===== config.mk =====
export PLATFORM = sky130hd
export DESIGN_NAME = ini_line_tokenizer_top
export DESIGN_NICKNAME = d
export VERILOG_FILES = /design/src/design/ilt_pkg.sv /design/src/design/ilt_front.sv /design/src/design/ilt_tok_q.sv /design/src/design/ilt_back.sv /design/src/design/ilt_res_q.sv /design/src/design/ini_line_tokenizer_top.sv
export SDC_FILE = /design/constraint.sdc
export NUM_CORES = 1
export LEC_CHECK = 0
export ABC_AREA = 1
export BUFFER_PORTS_ARGS = -buffer_cell sky130_fd_sc_hd__buf_2
export CORE_MARGIN = 10
export CORE_UTILIZATION = 55
export DETAILED_ROUTE_END_ITERATION = 10
export MAX_ROUTING_LAYER = met4
export PLACE_DENSITY = 0.79
export SKIP_LAST_GASP = 1
export SYNTH_ARGS = -nofsm -noshare
export SYNTH_HDL_FRONTEND = slang
export SYNTH_SLANG_ARGS = --single-unit

===== constraint.sdc =====
create_clock -name i_clk -period 8.25 [get_ports i_clk]
set_input_delay 1.65 -clock i_clk [delete_from_list [all_inputs] [get_ports i_clk]]
set_output_delay 1.65 -clock i_clk [all_outputs]
set_load 0.02 [all_outputs]

===== src/design/ilt_pkg.sv =====
package ilt_pkg;

    localparam int POS_BITS = 16;
    localparam int OUT_POS_W = 16;

    typedef logic [POS_BITS-1:0]  t_pos;
    typedef logic [OUT_POS_W-1:0] t_opos;

    localparam t_pos POS_MAX = '1;

    localparam logic [7:0] CH_NUL   = 8'h00;
    localparam logic [7:0] CH_NL    = 8'h0a;
    localparam logic [7:0] CH_CR    = 8'h0d;
    localparam logic [7:0] CH_TAB   = 8'h09;
    localparam logic [7:0] CH_SPACE = 8'h20;
    localparam logic [7:0] CH_HASH  = 8'h23;
    localparam logic [7:0] CH_EQUAL = 8'h3d;
    localparam logic [7:0] CH_LBRK  = 8'h5b;
    localparam logic [7:0] CH_RBRK  = 8'h5d;

    typedef enum logic [2:0] {
        CLS_ZERO,
        CLS_NEWLINE,
        CLS_HASH,
        CLS_EQUAL,
        CLS_LBRACK,
        CLS_RBRACK,
        CLS_BLANK,
        CLS_OTHER
    } t_cls;

    typedef enum logic [1:0] {
        KIND_BLANK   = 2'd0,
        KIND_SECTION = 2'd1,
        KIND_KEYVAL  = 2'd2,
        KIND_ILLEGAL = 2'd3
    } t_kind;

    // one classified byte with its position
    typedef struct packed {
        t_cls cls;
        t_pos pos;
        t_pos pos_inc;
        logic at_max;
    } t_tok;

    typedef struct packed {
        t_kind kind;
        t_opos name_start;
        t_opos name_end;
        t_opos value_start;
        t_opos value_end;
        logic  end_of_text;
        logic  too_long;
    } t_res;

    function automatic t_opos to_opos(t_pos p);
        logic [31:0] w;
        w = 32'(p);
        return w[OUT_POS_W-1:0];
    endfunction

endpackage


===== src/design/ilt_front.sv =====
module ilt_front
    import ilt_pkg::*;
(
    input  logic       i_clk,
    input  logic       i_rst_n,
    input  logic       i_accept,
    input  logic [7:0] i_text_byte,
    output t_tok       o_tok
);

    t_pos r_pos;
    t_pos n_pos;
    t_cls cls;

    always_comb begin
        unique case (i_text_byte)
            CH_NUL:                 cls = CLS_ZERO;
            CH_NL:                  cls = CLS_NEWLINE;
            CH_HASH:                cls = CLS_HASH;
            CH_EQUAL:               cls = CLS_EQUAL;
            CH_LBRK:                cls = CLS_LBRACK;
            CH_RBRK:                cls = CLS_RBRACK;
            CH_SPACE, CH_TAB, CH_CR: cls = CLS_BLANK;
            default:                cls = CLS_OTHER;
        endcase
    end

    // position saturates at its maximum, restarts after the terminating zero
    always_comb begin
        n_pos = r_pos;
        if (i_accept) begin
            if (cls == CLS_ZERO) begin
                n_pos = '0;
            end else if (r_pos != POS_MAX) begin
                n_pos = r_pos + 1'b1;
            end
        end
    end

    always_ff @(posedge i_clk) begin
        if (!i_rst_n) begin
            r_pos <= '0;
        end else begin
            r_pos <= n_pos;
        end
    end

    always_comb begin
        o_tok.cls     = cls;
        o_tok.pos     = r_pos;
        o_tok.at_max  = (r_pos == POS_MAX);
        o_tok.pos_inc = (r_pos == POS_MAX) ? POS_MAX : r_pos + 1'b1;
    end

endmodule


===== src/design/ilt_tok_q.sv =====
module ilt_tok_q
    import ilt_pkg::*;
(
    input  logic i_clk,
    input  logic i_rst_n,
    input  logic i_wr,
    input  t_tok i_wdata,
    output logic o_full,
    input  logic i_rd,
    output t_tok o_rdata,
    output logic o_empty
);

    t_tok       r_mem [0:1];
    logic       r_wp;
    logic       r_rp;
    logic [1:0] r_cnt;

    always_ff @(posedge i_clk) begin
        if (!i_rst_n) begin
            r_wp  <= 1'b0;
            r_rp  <= 1'b0;
            r_cnt <= 2'd0;
        end else begin
            if (i_wr) begin
                r_wp <= ~r_wp;
            end
            if (i_rd) begin
                r_rp <= ~r_rp;
            end
            unique case ({i_wr, i_rd})
                2'b10:   r_cnt <= r_cnt + 2'd1;
                2'b01:   r_cnt <= r_cnt - 2'd1;
                default: r_cnt <= r_cnt;
            endcase
        end
    end

    always_ff @(posedge i_clk) begin
        if (i_wr) begin
            r_mem[r_wp] <= i_wdata;
        end
    end

    assign o_rdata = r_mem[r_rp];
    assign o_full  = (r_cnt == 2'd2);
    assign o_empty = (r_cnt == 2'd0);

endmodule


===== src/design/ilt_back.sv =====
module ilt_back
    import ilt_pkg::*;
(
    input  logic i_clk,
    input  logic i_rst_n,
    input  logic i_take,
    input  t_tok i_tok,
    output logic o_res_valid,
    output t_res o_res
);

    logic r_in_comment, n_in_comment;
    logic r_content,    n_content;
    logic r_section,    n_section;
    logic r_closed,     n_closed;
    logic r_equal,      n_equal;
    logic r_drop,       n_drop;
    logic r_ovf,        n_ovf;
    t_pos r_ns, n_ns;
    t_pos r_ne, n_ne;
    t_pos r_vs, n_vs;
    t_pos r_ve, n_ve;
    t_pos r_lnb, n_lnb;

    always_comb begin
        t_pos  cur;
        t_pos  inc;
        t_kind kind;
        logic  is_zero;

        n_in_comment = r_in_comment;
        n_content    = r_content;
        n_section    = r_section;
        n_closed     = r_closed;
        n_equal      = r_equal;
        n_drop       = r_drop;
        n_ovf        = r_ovf;
        n_ns         = r_ns;
        n_ne         = r_ne;
        n_vs         = r_vs;
        n_ve         = r_ve;
        n_lnb        = r_lnb;
        cur          = i_tok.pos;
        inc          = i_tok.pos_inc;
        is_zero      = (i_tok.cls == CLS_ZERO);
        kind         = KIND_BLANK;
        o_res_valid  = 1'b0;

        if (i_take) begin
            if (i_tok.at_max) begin
                n_ovf = 1'b1;
            end

            if (i_tok.cls == CLS_ZERO || i_tok.cls == CLS_NEWLINE) begin
                if (!r_drop) begin
                    // empty pending span takes the terminator position
                    if (!r_in_comment && r_content) begin
                        if (r_section) begin
                            if (!r_closed && r_ns == r_ne) begin
                                n_ns = cur;
                                n_ne = cur;
                            end
                        end else if (r_equal && r_vs == r_ve) begin
                            n_vs = cur;
                            n_ve = cur;
                        end
                    end
                    if (!r_content) begin
                        kind = KIND_BLANK;
                    end else if (r_section) begin
                        kind = KIND_SECTION;
                    end else if (r_equal) begin
                        kind = KIND_KEYVAL;
                    end else begin
                        kind = KIND_ILLEGAL;
                    end
                    o_res_valid = 1'b1;
                end else if (is_zero) begin
                    kind        = KIND_BLANK;
                    o_res_valid = 1'b1;
                end
            end else if (!r_drop && !r_in_comment) begin
                if (i_tok.cls == CLS_HASH) begin
                    if (r_content) begin
                        if (r_section) begin
                            if (!r_closed && r_ns == r_ne) begin
                                n_ns = cur;
                                n_ne = cur;
                            end
                        end else if (r_equal && r_vs == r_ve) begin
                            n_vs = cur;
                            n_ve = cur;
                        end
                    end
                    n_in_comment = 1'b1;
                end else if (!r_content) begin
                    if (i_tok.cls != CLS_BLANK) begin
                        n_content = 1'b1;
                        if (i_tok.cls == CLS_LBRACK) begin
                            n_section = 1'b1;
                        end else if (i_tok.cls == CLS_EQUAL) begin
                            // key is empty: lnb is still zero here
                            n_ns    = cur;
                            n_ne    = cur;
                            n_lnb   = inc;
                            n_equal = 1'b1;
                            n_vs    = '0;
                            n_ve    = '0;
                        end else begin
                            n_ns  = cur;
                            n_lnb = inc;
                        end
                    end
                end else if (r_section) begin
                    if (!r_closed && i_tok.cls != CLS_BLANK) begin
                        if (i_tok.cls == CLS_RBRACK) begin
                            n_closed = 1'b1;
                            if (r_ns == r_ne) begin
                                n_ns = cur;
                                n_ne = cur;
                            end
                        end else begin
                            if (r_ns == r_ne) begin
                                n_ns = cur;
                            end
                            n_ne = inc;
                        end
                    end
                end else if (i_tok.cls != CLS_BLANK) begin
                    if (i_tok.cls == CLS_EQUAL) begin
                        // split at the last '='
                        if (r_lnb == '0) begin
                            n_ns = cur;
                            n_ne = cur;
                        end else begin
                            n_ne = r_lnb;
                        end
                        n_lnb   = inc;
                        n_equal = 1'b1;
                        n_vs    = '0;
                        n_ve    = '0;
                    end else begin
                        n_lnb = inc;
                        if (r_equal) begin
                            if (r_vs == r_ve) begin
                                n_vs = cur;
                            end
                            n_ve = inc;
                        end
                    end
                end
            end
        end

        o_res.kind        = kind;
        o_res.name_start  = '0;
        o_res.name_end    = '0;
        o_res.value_start = '0;
        o_res.value_end   = '0;
        o_res.end_of_text = is_zero;
        o_res.too_long    = n_ovf;
        if (kind == KIND_SECTION || kind == KIND_KEYVAL) begin
            o_res.name_start = to_opos(n_ns);
            o_res.name_end   = to_opos(n_ne);
        end
        if (kind == KIND_KEYVAL) begin
            o_res.value_start = to_opos(n_vs);
            o_res.value_end   = to_opos(n_ve);
        end

        // line state clears after every result, everything after end of text
        if (o_res_valid) begin
            n_in_comment = 1'b0;
            n_content    = 1'b0;
            n_section    = 1'b0;
            n_closed     = 1'b0;
            n_equal      = 1'b0;
            n_ns         = '0;
            n_ne         = '0;
            n_vs         = '0;
            n_ve         = '0;
            n_lnb        = '0;
            if (is_zero) begin
                n_drop = 1'b0;
                n_ovf  = 1'b0;
            end else if (kind == KIND_ILLEGAL) begin
                n_drop = 1'b1;
            end
        end
    end

    always_ff @(posedge i_clk) begin
        if (!i_rst_n) begin
            r_in_comment <= 1'b0;
            r_content    <= 1'b0;
            r_section    <= 1'b0;
            r_closed     <= 1'b0;
            r_equal      <= 1'b0;
            r_drop       <= 1'b0;
            r_ovf        <= 1'b0;
            r_ns         <= '0;
            r_ne         <= '0;
            r_vs         <= '0;
            r_ve         <= '0;
            r_lnb        <= '0;
        end else begin
            r_in_comment <= n_in_comment;
            r_content    <= n_content;
            r_section    <= n_section;
            r_closed     <= n_closed;
            r_equal      <= n_equal;
            r_drop       <= n_drop;
            r_ovf        <= n_ovf;
            r_ns         <= n_ns;
            r_ne         <= n_ne;
            r_vs         <= n_vs;
            r_ve         <= n_ve;
            r_lnb        <= n_lnb;
        end
    end

endmodule


===== src/design/ilt_res_q.sv =====
module ilt_res_q
    import ilt_pkg::*;
(
    input  logic i_clk,
    input  logic i_rst_n,
    input  logic i_wr,
    input  t_res i_wdata,
    output logic o_full,
    input  logic i_rd,
    output t_res o_rdata,
    output logic o_empty
);

    t_res       r_mem [0:1];
    logic       r_wp;
    logic       r_rp;
    logic [1:0] r_cnt;

    always_ff @(posedge i_clk) begin
        if (!i_rst_n) begin
            r_wp  <= 1'b0;
            r_rp  <= 1'b0;
            r_cnt <= 2'd0;
        end else begin
            if (i_wr) begin
                r_wp <= ~r_wp;
            end
            if (i_rd) begin
                r_rp <= ~r_rp;
            end
            unique case ({i_wr, i_rd})
                2'b10:   r_cnt <= r_cnt + 2'd1;
                2'b01:   r_cnt <= r_cnt - 2'd1;
                default: r_cnt <= r_cnt;
            endcase
        end
    end

    always_ff @(posedge i_clk) begin
        if (i_wr) begin
            r_mem[r_wp] <= i_wdata;
        end
    end

    assign o_rdata = r_mem[r_rp];
    assign o_full  = (r_cnt == 2'd2);
    assign o_empty = (r_cnt == 2'd0);

endmodule


===== src/design/ini_line_tokenizer_top.sv =====
// ini line tokenizer: one text byte per word in, one result word per line out.
// input side is a queue: a byte is taken on a clock edge with push high and full
// low. a zero byte ends the text and resets all positions for the next text.
// output side is a queue too: the oldest result sits on the o_ ports while empty
// is low and leaves on an edge with pop high.
// each newline or zero byte not dropped gives one result (line kind, trimmed
// name and value spans as absolute byte positions, end_of_text, too_long);
// bytes after an illegal line, newlines too, are dropped up to the zero byte.
// throughput is one byte per cycle while the result queue has room; the parser
// register update is the per-byte step. a terminator is registered in the
// byte queue, then its result in the result queue. a front stage classifies
// and numbers bytes into a two-word queue; the back parser drains it into a
// two-word result queue. when the receiver stalls, the result queue fills,
// the parser halts and full rises once the byte queue holds two words; nothing
// is lost. synchronous reset clears positions, parser state and both queues.
module ini_line_tokenizer_top
    import ilt_pkg::*;
(
    input  logic        i_clk,
    input  logic        i_rst_n,
    input  logic        push,
    output logic        full,
    input  logic [7:0]  i_text_byte,
    output logic        empty,
    input  logic        pop,
    output logic [1:0]  o_line_kind,
    output logic [15:0] o_name_start,
    output logic [15:0] o_name_end,
    output logic [15:0] o_value_start,
    output logic [15:0] o_value_end,
    output logic        o_end_of_text,
    output logic        o_too_long
);

    t_tok tok_in;
    t_tok tok_out;
    logic tq_full;
    logic tq_empty;
    logic in_accept;
    logic take;
    logic res_valid;
    t_res res_in;
    t_res res_out;
    logic rq_full;
    logic rq_empty;
    logic out_accept;

    assign in_accept  = push && !tq_full;
    assign out_accept = pop && !rq_empty;
    // parser moves only when a result word would have room
    assign take       = !tq_empty && (!rq_full || out_accept);

    ilt_front u_front (
        .i_clk       (i_clk),
        .i_rst_n     (i_rst_n),
        .i_accept    (in_accept),
        .i_text_byte (i_text_byte),
        .o_tok       (tok_in)
    );

    ilt_tok_q u_tok_q (
        .i_clk   (i_clk),
        .i_rst_n (i_rst_n),
        .i_wr    (in_accept),
        .i_wdata (tok_in),
        .o_full  (tq_full),
        .i_rd    (take),
        .o_rdata (tok_out),
        .o_empty (tq_empty)
    );

    ilt_back u_back (
        .i_clk       (i_clk),
        .i_rst_n     (i_rst_n),
        .i_take      (take),
        .i_tok       (tok_out),
        .o_res_valid (res_valid),
        .o_res       (res_in)
    );

    ilt_res_q u_res_q (
        .i_clk   (i_clk),
        .i_rst_n (i_rst_n),
        .i_wr    (res_valid),
        .i_wdata (res_in),
        .o_full  (rq_full),
        .i_rd    (out_accept),
        .o_rdata (res_out),
        .o_empty (rq_empty)
    );

    assign full          = tq_full;
    assign empty         = rq_empty;
    assign o_line_kind   = res_out.kind;
    assign o_name_start  = res_out.name_start;
    assign o_name_end    = res_out.name_end;
    assign o_value_start = res_out.value_start;
    assign o_value_end   = res_out.value_end;
    assign o_end_of_text = res_out.end_of_text;
    assign o_too_long    = res_out.too_long;

endmodule


---- Word level (Yosys, flattened, before mapping) ----
Memory sizes are Yosys's and may differ from the RTL's. A register that Yosys moved wholly into a read port is not among the register bits.
Index checks and enable logic that the tools add are counted.
storage, ports and cells
  flip-flop bits (word level) ............. 111
  memory bits (writable) .................. 208
  output and inout bits ................... 70
  logic and storage cells ................. 220
  memories kept ........................... 2
memories
  name           depth  width  rd ports  clocked after Yosys merged registers in  wr ports  RTL line         text
  u_res_q.r_mem  2      68     1         1                                        1         ilt_res_q.sv:14  t_res r_mem [0:1];
  u_tok_q.r_mem  2      36     1         1                                        1         ilt_tok_q.sv:14  t_tok r_mem [0:1];
cells by class
  $add $sub $neg .......................... 5
  equal/unequal tests ..................... 29
  muxes and demuxes ....................... 118
  bitwise gates (word level) .............. 8
  reduce and logical (&&, ||, !) cells .... 39
operator list
  kind                   count
  $mux 16                81
  $mux 32                2
  $eq 16x16->1           2
  $mux 1                 27
  $eq 8x4->1 const B     3
  $eq 8x6->1 const B     3
  $pmux 3 s7             1
  $add 16x1->16 const B  1
  $eq 16x16->1 const B   1
  $eq 8x7->1 const B     2
  $logic_not 16->1       1
  $ne 16x16->1 const B   1
  $reduce_and 8->1       2
  $eq 2x2->1 const B     6
  $reduce_bool 2->1      6
  $mux 2                 5
  $logic_and 1x1->1      8
  $logic_not 8->1        1
  $not 1->1              8
  $pmux 2 s2             2
  $reduce_and 4->1       2
  $logic_not 1->1        7
  $reduce_and 7->1       1
  $eq 2x1->1 const B     3
  other kinds (14)       23

---- Longest topological paths before layout ----
Gate-level depths: netlist (run 1).
  depth in word-level cells ............... 12
  gate-level depth with buffers ........... 18
  gate-level depth less buffers ........... 17

---- Cells and area by module ----
Synthesis (run 1) repeated with hierarchy kept, for this count alone.
unflattened totals
  cell total of the unflattened synthesis .. 1989
  area total of the unflattened synthesis .. 17142.7 µm²
modules (own cells, without submodules)
  module                  instances  cells an instance  area each (µm²)
  ilt_back                1          1349               7557.2
  ilt_res_q               1          247                5223.8
  ilt_tok_q               1          147                2977.9
  ilt_front               1          240                1353.8
  ini_line_tokenizer_top  1          6                  30.0

---- Worst setup path after synthesis (run 1) ----
Ideal clock, no wire load.
  path type ............................... input port to flip-flop
  start ................................... in pop
  end ..................................... mem u_res_q.r_mem[1][0] in the netlist's numbering (enable)
  library setup time ...................... 496 ps
  arrival time ............................ 5295 ps
  required time ........................... 7754 ps
  path slack .............................. 2459 ps
  cell stages on the path ................. 8
  buffers on the path ..................... 0
  cell sequence ........................... inv_1 -> nand3b_1 -> nand2_1 -> nor2_2 -> inv_2 -> a21oi_2 -> inv_1 -> nor2_1
on the way
  longest elaborated chain between the ends .. 6
ends and longest elaborated chain
  element                       RTL line                      text
  from (decl)                   ini_line_tokenizer_top.sv:25  input logic pop,
  $logic_and 1x1->1             ini_line_tokenizer_top.sv:49  assign out_accept = pop && !rq_empty;
  $logic_or 1x1->1              ini_line_tokenizer_top.sv:51  assign take = !tq_empty && (!rq_full || out_accept);
  $logic_and 1x1->1             ini_line_tokenizer_top.sv:51
  $mux 1                        ilt_back.sv:49                if (i_take) begin
  $mux 1                        ilt_res_q.sv:40               if (i_wr) begin
  $mux 1 (implied by the code)  ilt_res_q.sv:41               r_mem[r_wp] <= i_wdata;
  to (decl)                     ilt_res_q.sv:14
No other way between the ends.

==> flow_summary.json, run 1 <==
{
  "rows": 63,
  "io_pins": 82,
  "run_status": "complete, no violations",
  "path_clk_slew_ps": 60,
  "final_cell_mix": "301 x nand2_1, 208 x edfxtp_1, 202 x nor2_1",
  "wire_per_inst_um": 21.39,
  "seq_area_frac_synth_pct": 51.94,
  "drt_iter0_drc": 1614,
  "setup_viol": 0,
  "rsz0062_at_grt": "no",
  "p_per_area_nw_per_um2": 352.9,
  "grt_pass1_wl_mm": 77.07,
  "switchingPower_w": 0.002834,
  "reg2regPathDepth": 11,
  "drc": 0,
  "htreeDepth": 2,
  "dr.pass1.iters": 6,
  "holdPathEnd": "u_res_q.r_rp",
  "syn_inst": 1866,
  "crit_required_ps": 8460,
  "ff2ff_setup_slack_ps": 3470,
  "diodes": 0,
  "cts_tree": "built",
  "finClkSkew_ps": 21.46,
  "ys_types": 50,
  "combPwrFrac_pct": 42.7,
  "p_seq_share_pct": 33.5,
  "die_w_um": 192.6,
  "crit_fanout": 53,
  "port_buffers": 81,
  "antenna_found_initial": 0,
  "grt_usage_pct": 27.55,
  "die_y_um": 192.6,
  "worstSetupPathType": "register to register",
  "die_area_um2": 37090,
  "routed_wl_mm": 49.90,
  "hp-start": "u_res_q.r_rp",
  "r2r-end": "u_res_q.r_mem[1][16]",
  "cts_buffers": 34,
  "place_area_um2": 17060,
  "grt_pass1_vias": 13350,
  "fin_tns_setup_ps": 0,
  "clockPowerShare_pct": 23.8,
  "ys_ff_latch": 321,
  "synth_area_per_cell_um2": 8.779,
  "total_power_w": 0.006417,
  "synth_edf_count": 208,
  "synth_area_um2": 16380,
  "viasPerCell": 5.997,
  "gp_congestion": 1.097,
  "slew_violations": 0,
  "drtAntennaViolNets": 0,
  "hold_violations": 0,
  "min_path_cells": 1,
  "critPathArrivalTime_ps": 4990,
  "worstMarginPinSlew_ps": 1181,
  "max_freq_ghz": 0.2092,
  "max_cap_viol_count": 0,
  "synth_nets": 1883,
  "relSlewSlack_pct": 20.99,
  "startpoint_type": "register",
  "switching_share_pct": 44.17,
  "post_cts_buffers": 0,
  "vias": 13990,
  "finalCritPeriodShare_pct": 57.93,
  "area_growth_syn_to_layout_pct": 11.00,
  "cts_buffer_depth": 3,
  "final_area_um2": 18180,
  "vdd_drop_max_mv": 0.1857,
  "end_kind": "register",
  "overflow": 0,
  "cts.sinks": 321,
  "root_buffer": "clkbuf_16",
  "post_cts_resized": 0,
  "p_leak_nw": 6.971,
  "worstSkewPairLatency_ps": 540,
  "async_flop_share_pct": 0,
  "hold_class": "register to register",
  "final_util_pct": 61.68,
  "grt_max_degree": 69,
  "coreArea_um2": 29480,
  "initial_utilization_pct": 55.56,
  "ys.flop_type": "edfxtp_1",
  "dpl.hpwl_mm": 35.34,
  "drive_gt1_share_pct": 16.16,
  "cell_internal_pwr_w": 0.003583,
  "period_needed_ps": 4779,
  "layout.nets": 1934,
  "cts_hold_buf": 0,
  "yosysWarnings": 0,
  "mostFrequentLayoutCell": "nand2_1"
}
-- worst max-delay path, cell delays in order, from the launching register on --
cell and delay (ps):
dfxtp_1 340, buf_4 410, o21ai_2 200, nor2_1 760
inv_2 270, nor2_2 460, inv_2 120, nor4_1 540
inv_1 110, ha_1 230, inv_1 770, a21oi_1 220
-- power by group through the flow --
| stage | sequential (W) | clock, W | combinational, W |
|---|---|---|---|
| floorplan | 0.00206 | 0 | 0.00186 |
| global placement | 0.00216 | 0 | 0.00262 |
| detailed placement | 0.00217 | 0 | 0.00265 |
| CTS | 0.00214 | 0.00154 | 0.00266 |
| global route | 0.00216 | 0.00162 | 0.00296 |
| finish | 0.00215 | 0.00153 | 0.00274 |
-- worst max-delay path by stage --
stage,from,endpoint,cells past startpoint
global route,register,u_res_q.r_mem[1][16],11
detailed placement,pop,u_back.r_lnb[8],11
finish,register,u_res_q.r_mem[1][16],11
floorplan,pop,u_res_q.r_mem[1][0],8
global placement,pop,u_back.r_lnb[11],11
CTS,register,u_res_q.r_mem[0][16],11
-- state kept, by name, indices dropped and copies added (netlist names), 2 cells and up, named ones only --
register,cells
u_back.r_ve,16
u_front.r_pos,16
u_back.r_lnb,16
u_res_q.r_cnt,2
u_tok_q.r_mem,72
u_res_q.r_mem,136
u_back.r_ne,16
u_tok_q.r_cnt,2
u_back.r_vs,16
u_back.r_ns,16
-- cells in the mapped netlist (all sizes together), types with 5 or more instances --
| master | count | area, um^2 |
|---|---|---|
| o21ai | 153 | 784.5 |
| clkinv | 5 | 18.77 |
| nor2 | 221 | 905.9 |
| o22ai | 59 | 369.1 |
| nand4 | 22 | 137.6 |
| o211ai | 28 | 210.2 |
| xor2 | 9 | 78.83 |
| nor3 | 16 | 90.09 |
| ha | 5 | 62.56 |
| inv | 213 | 799.5 |
| edfxtp | 208 | 6246 |
| nand3 | 76 | 402.9 |
| a22oi | 22 | 165.2 |
| o221ai | 9 | 78.83 |
| xnor2 | 13 | 113.9 |
| a31oi | 10 | 62.56 |
| clkbuf | 46 | 173.9 |
| or2 | 22 | 137.6 |
| nand2 | 309 | 1200 |
| buf | 42 | 222.7 |
| mux2 | 68 | 765.7 |
| a21oi | 167 | 865.8 |
| dfxtp | 113 | 2262 |
| a211oi | 12 | 90.09 |
-- per-stage QoR --
stage               std cells  setup slack, ps  hold WS, ps
detailed placement       2271             3144        443.5
global route             2333             3040        484.6
floorplan                1866             2459        425.6
finish                   2333             3471        450.0
CTS                      2333             3418        450.6
global placement         2271             3247        435.3
-- logic make-up (layout without fill, tap and decap cells) --
logic type | after synthesis | after routing | synth area share (%)
adders and majority gates | 5 | 5 | 0.3819
DFF | 321 | 321 | 51.94
buffers and inverters | 306 | 383 | 7.417
and+or+nand+nor | 672 | 672 | 17.79
muxes | 68 | 68 | 4.675
xor gates and xnor gates | 22 | 22 | 1.176
AOI/OAI and AO/OA | 472 | 472 | 16.62
-- cell type report --
class | instances | area [um^2]
timing repair buffer | 103 | 570.5
clock inverter | 14 | 195.2
clock buffer | 48 | 923.4
multi-input combinational | 1239 | 6678
fill | 2535 | 11300
inverter | 218 | 818.3
sequential | 321 | 8509
tap | 390 | 488.0
-- metal layers --
| metal | up-vias | track usage, % | share of wire (%) |
|---|---|---|---|
| met1 | 6584 | 34.42 | 40 |
| met2 | 731 | 42.66 | 45 |
| met4 | 0 | 11.48 | 4.4 |
| li1 | 6546 | - | - |
| met3 | 131 | 6.126 | 10 |
| met5 | - | - | 0 |
(Power assumes the default switching activity.)
==> inputs of run 2 (changes only) <==
==> constraint.sdc (replaced) <==
create_clock -name i_clk -period 4.77 [get_ports i_clk]
set_input_delay 0.954 -clock i_clk [delete_from_list [all_inputs] [get_ports i_clk]]
set_output_delay 0.954 -clock i_clk [all_outputs]
set_load 0.02 [all_outputs]
==> run 2 against run 1 <==
Net effect:
- flip-flop and latch count is the same
- utilization up 0.83 points
- total power up 76%
- combinational power grew 76%
- hold slack gained 3.5 ps
- register-to-register slack got worse by 2400 ps
- critical path type unchanged
- critical endpoint is now u_res_q.r_mem[0][25]
- largest cell class unchanged
==> flow_summary.json, run 2 (same netlist as run 1, synthesis figures left out) <==
{
  "final_util_pct": 62.50,
  "grt_usage_pct": 28.26,
  "finalCritPeriodShare_pct": 78.18,
  "cts.sinks": 321,
  "worstSkewPairLatency_ps": 540,
  "end_kind": "register",
  "htreeDepth": 2,
  "cts_buffers": 35,
  "setup_ws_ps": 1041,
  "vias": 14280,
  "cts_hold_buf": 0,
  "die_w_um": 192.6,
  "area_growth_syn_to_layout_pct": 12.49,
  "dr.pass1.iters": 6,
  "die_area_um2": 37090,
  "viasPerCell": 6.055,
  "fin_tns_setup_ps": 0,
  "die_y_um": 192.6,
  "mostFrequentLayoutCell": "nand2_1",
  "crit_path_cell_trace": "inv_2, nand2_1, nand2_4, nor2_1, buf_4, inv_2, nor2_2, buf_4, inv_2, nor4_1, buf_4, inv_1, ha_1, inv_1, buf_4, nor2_1",
  "drt_iter0_drc": 1686,
  "clockPowerShare_pct": 23.9,
  "worstMarginPinSlew_ps": 900.3,
  "io_pins": 82,
  "routed_wl_mm": 51.45,
  "gp_congestion": 1.094,
  "run_status": "complete, no violations",
  "antenna_found_initial": 0,
  "regArea_um2": 8509,
  "relSlewSlack_pct": 39.35,
  "post_cts_buffers": 0,
  "multi_input_area_um2": 6678,
  "worstSetupPathType": "register to register",
  "finalHoldWorstSlack_ps": 453.5,
  "grt_pass1_vias": 13690,
  "slowest_delay_ps": 560,
  "crit_fanout": 21,
  "drive_gt1_share_pct": 17.53,
  "drc": 0,
  "switchingPower_w": 0.005025,
  "hold_class": "register to register",
  "ff2ff_setup_slack_ps": 1040,
  "cts_buffer_depth": 3,
  "p_per_area_nw_per_um2": 612.7,
  "root_buffer": "clkbuf_16",
  "largest_register": "u_res_q.r_mem",
  "p_seq_share_pct": 33.3,
  "slew_violations": 0,
  "dpl_worst_slack_ps": 1076,
  "drtAntennaViolNets": 0,
  "rows": 63,
  "top_regs": "u_res_q.r_mem x136, u_tok_q.r_mem x72",
  "finClkSkew_ps": 16.14,
  "post_cts_resized": 0,
  "path_buf_inv": 9,
  "crit_required_ps": 5040,
  "grt_pass1_wl_mm": 78.77,
  "crit_family": "buffers and inverters",
  "max_freq_ghz": 0.2682,
  "startpoint_type": "register",
  "cpMostUsedCell": "buf_4",
  "setup_viol": 0,
  "fillers": 2478,
  "cell_internal_pwr_w": 0.006264,
  "max_cap_viol_count": 0,
  "switching_share_pct": 44.51,
  "critical-path-slowest-cell": "dfxtp_1",
  "total_power_w": 0.01129,
  "rsz0062_at_grt": "no",
  "combPwrFrac_pct": 42.8,
  "path_clk_slew_ps": 60,
  "final_cell_mix": "301 x nand2_1, 208 x edfxtp_1, 202 x nor2_1",
  "grt_max_degree": 56,
  "coreArea_um2": 29480,
  "diodes": 0,
  "period_needed_ps": 3729,
  "wire_per_inst_um": 21.82,
  "layout.nets": 1959,
  "vdd_drop_max_mv": 0.3671,
  "critPathArrivalTime_ps": 4000,
  "overflow": 0,
  "initial_utilization_pct": 55.56,
  "dpl.hpwl_mm": 36.81,
  "largest_reg_flops": 136,
  "cts_tree": "built",
  "p_leak_nw": 7.120,
  "port_buffers": 81,
  "hold_violations": 0
}
-- run 2: worst reg2reg max path: stages (launching register included) --
cell and delay (ps):
dfxtp_1 560, inv_2 250, nand2_1 170, nand2_4 100, nor2_1 120, buf_4 210, inv_2 140, nor2_2 90
buf_4 170, inv_2 90, nor4_1 210, buf_4 190, inv_1 40, ha_1 190, inv_1 520, buf_4 310
nor2_1 110
-- run 2: power by group through the flow --
stage                     combinational [W]  clock, W  sequential (W)
after detailed placement            0.00465         0         0.00379
after CTS                           0.00467   0.00272         0.00373
final                               0.00483   0.00270         0.00376
after floorplan                     0.00322         0         0.00357
after global routing                0.00520   0.00285         0.00379
after global placement              0.00459         0         0.00378
-- run 2: layout make-up --
cell class,instances,area share (%)
Sequential cell,321,46.18
Multi-Input combinational cell,1239,36.24
Clock buffer,44,5.106
Inverter,218,4.441
Timing Repair Buffer,127,4.278
Tap cell,390,2.648
Clock inverter,19,1.107
-- run 2: path summary, 6_finish.rpt --
check / from / to / cells past startpoint
max: register / u_res_q.r_mem[0][25] / 16
max reg2reg: register / u_res_q.r_mem[0][25] / 16
min reg2reg: u_res_q.r_rp / u_res_q.r_rp / 1
min: u_res_q.r_rp / u_res_q.r_rp / 1
-- run 2: layer usage --
layer / track usage (%) / vias to the layer above / part of all wire (%)
met1: 34.98 / 6720 / 39
met4: 13.21 / 0 / 5.2
met2: 43.93 / 776 / 46
li1: - / 6594 / -
met5: - / - / 0
met3: 5.692 / 187 / 9.7
-- run 2: stage by stage --
| step | instance area, um^2 | instances |
|---|---|---|
| floorplan | 16390 | 1866 |
| global placement | 17280 | 2295 |
| detailed placement | 17280 | 2295 |
| CTS | 18430 | 2358 |
| global route | 18430 | 2358 |
| finish | 18430 | 2358 |
==> inputs of run 3 (changes only) <==
--- a/config.mk
+++ b/config.mk
@@ -5,7 +5,7 @@
 export SDC_FILE = /design/constraint.sdc
 export NUM_CORES = 1
 export LEC_CHECK = 0
-export ABC_AREA = 1
+export ABC_AREA = 0
 export BUFFER_PORTS_ARGS = -buffer_cell sky130_fd_sc_hd__buf_2
 export CORE_MARGIN = 10
 export CORE_UTILIZATION = 55
==> constraint.sdc (replaced) <==
create_clock -name i_clk -period 3.69 [get_ports i_clk]
set_input_delay 0.738 -clock i_clk [delete_from_list [all_inputs] [get_ports i_clk]]
set_output_delay 0.738 -clock i_clk [all_outputs]
set_load 0.02 [all_outputs]
==> run 3 against run 2 <==
Net effect:
- global-route usage is 2.8 points lower
- sequential share of layout area is 0.62 points higher
- final area is 1.3% lower
- count of clock-buffer cells in the layout is 3 lower
- sequential power is 19% higher
- non-clock buffer count is 34 higher
- clock skew is 12 ps higher
- largest power group is now sequential cells
==> flow_summary.json, run 3 <==
{
  "place_area_um2": 17130,
  "drc": 0,
  "cts_buffers": 34,
  "setup_viol": 0,
  "ys.flop_type": "edfxtp_1",
  "synth_nets": 1489,
  "drt_iter0_drc": 1315,
  "antenna_found_initial": 0,
  "final_cell_mix": "208 x edfxtp_1, 174 x nor2_1, 111 x dfxtp_1",
  "dpl.hpwl_mm": 32.61,
  "synth_area_per_cell_um2": 10.85,
  "die_w_um": 190.4,
  "async_flop_share_pct": 0,
  "viasPerCell": 6.329,
  "worstMarginPinSlew_ps": 1131,
  "switchingPower_w": 0.003896,
  "r2r-start": "u_tok_q.r_mem[1][33]",
  "dp.cells": 1918,
  "synth_area_um2": 15980,
  "max_cap_viol_count": 0,
  "top_regs": "u_res_q.r_mem x136, u_tok_q.r_mem x72",
  "path_clk_slew_ps": 70,
  "yosysTopAreaCell": "edfxtp_1",
  "fillers": 2218,
  "critical-path-slowest-cell": "o31ai_4",
  "p_leak_nw": 6.571,
  "setup_ws_ps": 483.5,
  "largest_register": "u_res_q.r_mem",
  "clockPowerShare_pct": 29.4,
  "slew_violations": 0,
  "grt_pass1_wl_mm": 70.37,
  "slowest_delay_ps": 790,
  "critPathArrivalTime_ps": 3500,
  "worstSkewPairLatency_ps": 540,
  "period_needed_ps": 3206,
  "post_cts_buffers": 0,
  "post_cts_resized": 0,
  "initial_utilization_pct": 55.66,
  "overflow": 0,
  "synth_adder_area_share_pct": 0.3916,
  "stdcell_count": 1980,
  "htreeDepth": 2,
  "vias": 12530,
  "rsz0062_at_grt": "no",
  "yosys-mux-area-fraction_pct": 9.860,
  "multi_input_area_um2": 6998,
  "startpoint_type": "register",
  "drive_gt1_share_pct": 22.18,
  "synth_edf_count": 208,
  "finalHoldWorstSlack_ps": 513.1,
  "synth_xor_area_share_pct": 2.960,
  "cts.sinks": 321,
  "hold_class": "register to register",
  "vdd_drop_max_mv": 0.2876,
  "regArea_um2": 8511,
  "port_buffers": 81,
  "die_y_um": 190.4,
  "crit_required_ps": 3990,
  "path_buf_inv": 0,
  "synth_area_leaders": "edfxtp_1 39%, dfxtp_1 14%, mux2_2 6.9%",
  "final_area_um2": 18180,
  "dr.pass1.iters": 7,
  "die_area_um2": 36270,
  "crit_path_start": "u_tok_q.r_mem[1][33]",
  "cts_hold_buf": 0,
  "worstSetupPathType": "register to register",
  "p_seq_share_pct": 40.6,
  "rows": 62,
  "seq_area_frac_synth_pct": 53.25,
  "synth_top_family_by_area": "compound AO/OA/AOI/OAI gates",
  "yosys-top-cells-count": "208 x edfxtp_1, 178 x nor2_1, 113 x dfxtp_1",
  "grt_max_degree": 41,
  "gp_congestion": 1.068,
  "fin_tns_setup_ps": 0,
  "hp-start": "u_res_q.r_cnt[1]",
  "syn_inst": 1472,
  "finalCritPeriodShare_pct": 86.90,
  "crit_family": "simple AND/OR/NAND/NOR gates",
  "grt_usage_pct": 25.48,
  "ys_ff_latch": 321,
  "run_status": "complete, no violations",
  "drtAntennaViolNets": 0,
  "crit_fanout": 16,
  "hold_violations": 0,
  "cts_buffer_depth": 3,
  "yosysMostFrequentCell": "edfxtp_1",
  "yosysTopAreaCellShare_pct": 39.09,
  "cell_internal_pwr_w": 0.007174,
  "diodes": 0,
  "routed_wl_mm": 46.18,
  "p_per_area_nw_per_um2": 608.8,
  "wire_per_inst_um": 23.32,
  "dpl_worst_slack_ps": 441.9,
  "crit_path_cell_trace": "and4b_1, or2_1, o31ai_4, o211ai_1, and3_1, nor4_1",
  "switching_share_pct": 35.19,
  "yosys.area_share.simple_pct": 14.23,
  "grt_pass1_vias": 12190,
  "yosysWarnings": 0,
  "coreArea_um2": 28700,
  "largest_reg_flops": 136,
  "cts_tree": "built",
  "relSlewSlack_pct": 24.01,
  "mostFrequentLayoutCell": "edfxtp_1",
  "end_kind": "register",
  "root_buffer": "clkbuf_16",
  "layout.nets": 1587,
  "max_freq_ghz": 0.3119,
  "finClkSkew_ps": 28.28,
  "area_growth_syn_to_layout_pct": 13.81,
  "ys_types": 88,
  "combPwrFrac_pct": 30.0,
  "io_pins": 82,
  "synth_compound_area_share_pct": 16.16
}
## run 3: cell types whose count changed in the layout (fill, tap and decap cells not counted), moves of 36 or more
cell | previous run | this run
o21ai_0 | 118 | 82
mux2i_1 | 0 | 37
inv_1 | 180 | 16
nand2_1 | 301 | 77
o22ai_1 | 59 | 12
a21oi_1 | 163 | 87
nand3_1 | 73 | 17
## run 3: logic make-up after synthesis
group,Yosys count
AOI/OAI and AO/OA,380
xor gates and xnor gates,54
adders and majority gates,5
buffers and inverters,117
DFF,321
muxes,144
and+or+nand+nor,451
## run 3: per-stage QoR
step / utilization [%] / power, W
after global routing: 63.35 / 0.01150
after CTS: 63.35 / 0.01101
final: 63.35 / 0.01107
after detailed placement: 59.66 / 0.007775
after floorplan: - / 0.006607
after global placement: 59.66 / 0.007700
## run 3: path summary, 6_finish.rpt
path	end	slack [ps]	depth (start not counted)
setup / recovery	u_res_q.r_mem[0][35]	480	6
hold / removal	u_res_q.r_cnt[1]	510	2
hold reg to reg	u_res_q.r_cnt[1]	510	2
setup reg to reg	u_res_q.r_mem[0][35]	480	6
## run 3: final cells by class
cell class,count,share of cell area [%]
Sequential cell,321,46.80
Clock buffer,41,4.996
Multi-Input combinational cell,1034,38.48
Timing Repair Buffer,161,5.876
Clock inverter,21,0.8257
Tap cell,384,2.642
Inverter,18,0.3716
## run 3: worst register-to-register path, stage by stage (launching register included)
cell and delay (ps):
edfxtp_1 550, and4b_1 290, or2_1 410, o31ai_4 800
o211ai_1 270, and3_1 290, nor4_1 360
## run 3: routing by layer
layer  up-vias  track usage [%]  routed length, um
li1       5766                -                  -
met1      6085            32.09              18840
met2       580            39.80              21480
met3       100            5.816               4289
met4         0            8.752               1568
met5         -                -                  0
## run 3: power by group through the flow
stage | registers [W] | logic, W | clock network (W)
final | 0.00449 | 0.00332 | 0.00326
after global routing | 0.00452 | 0.00355 | 0.00343
after CTS | 0.00447 | 0.00325 | 0.00329
after detailed placement | 0.00455 | 0.00323 | 0
after global placement | 0.00452 | 0.00318 | 0
after floorplan | 0.00438 | 0.00223 | 0
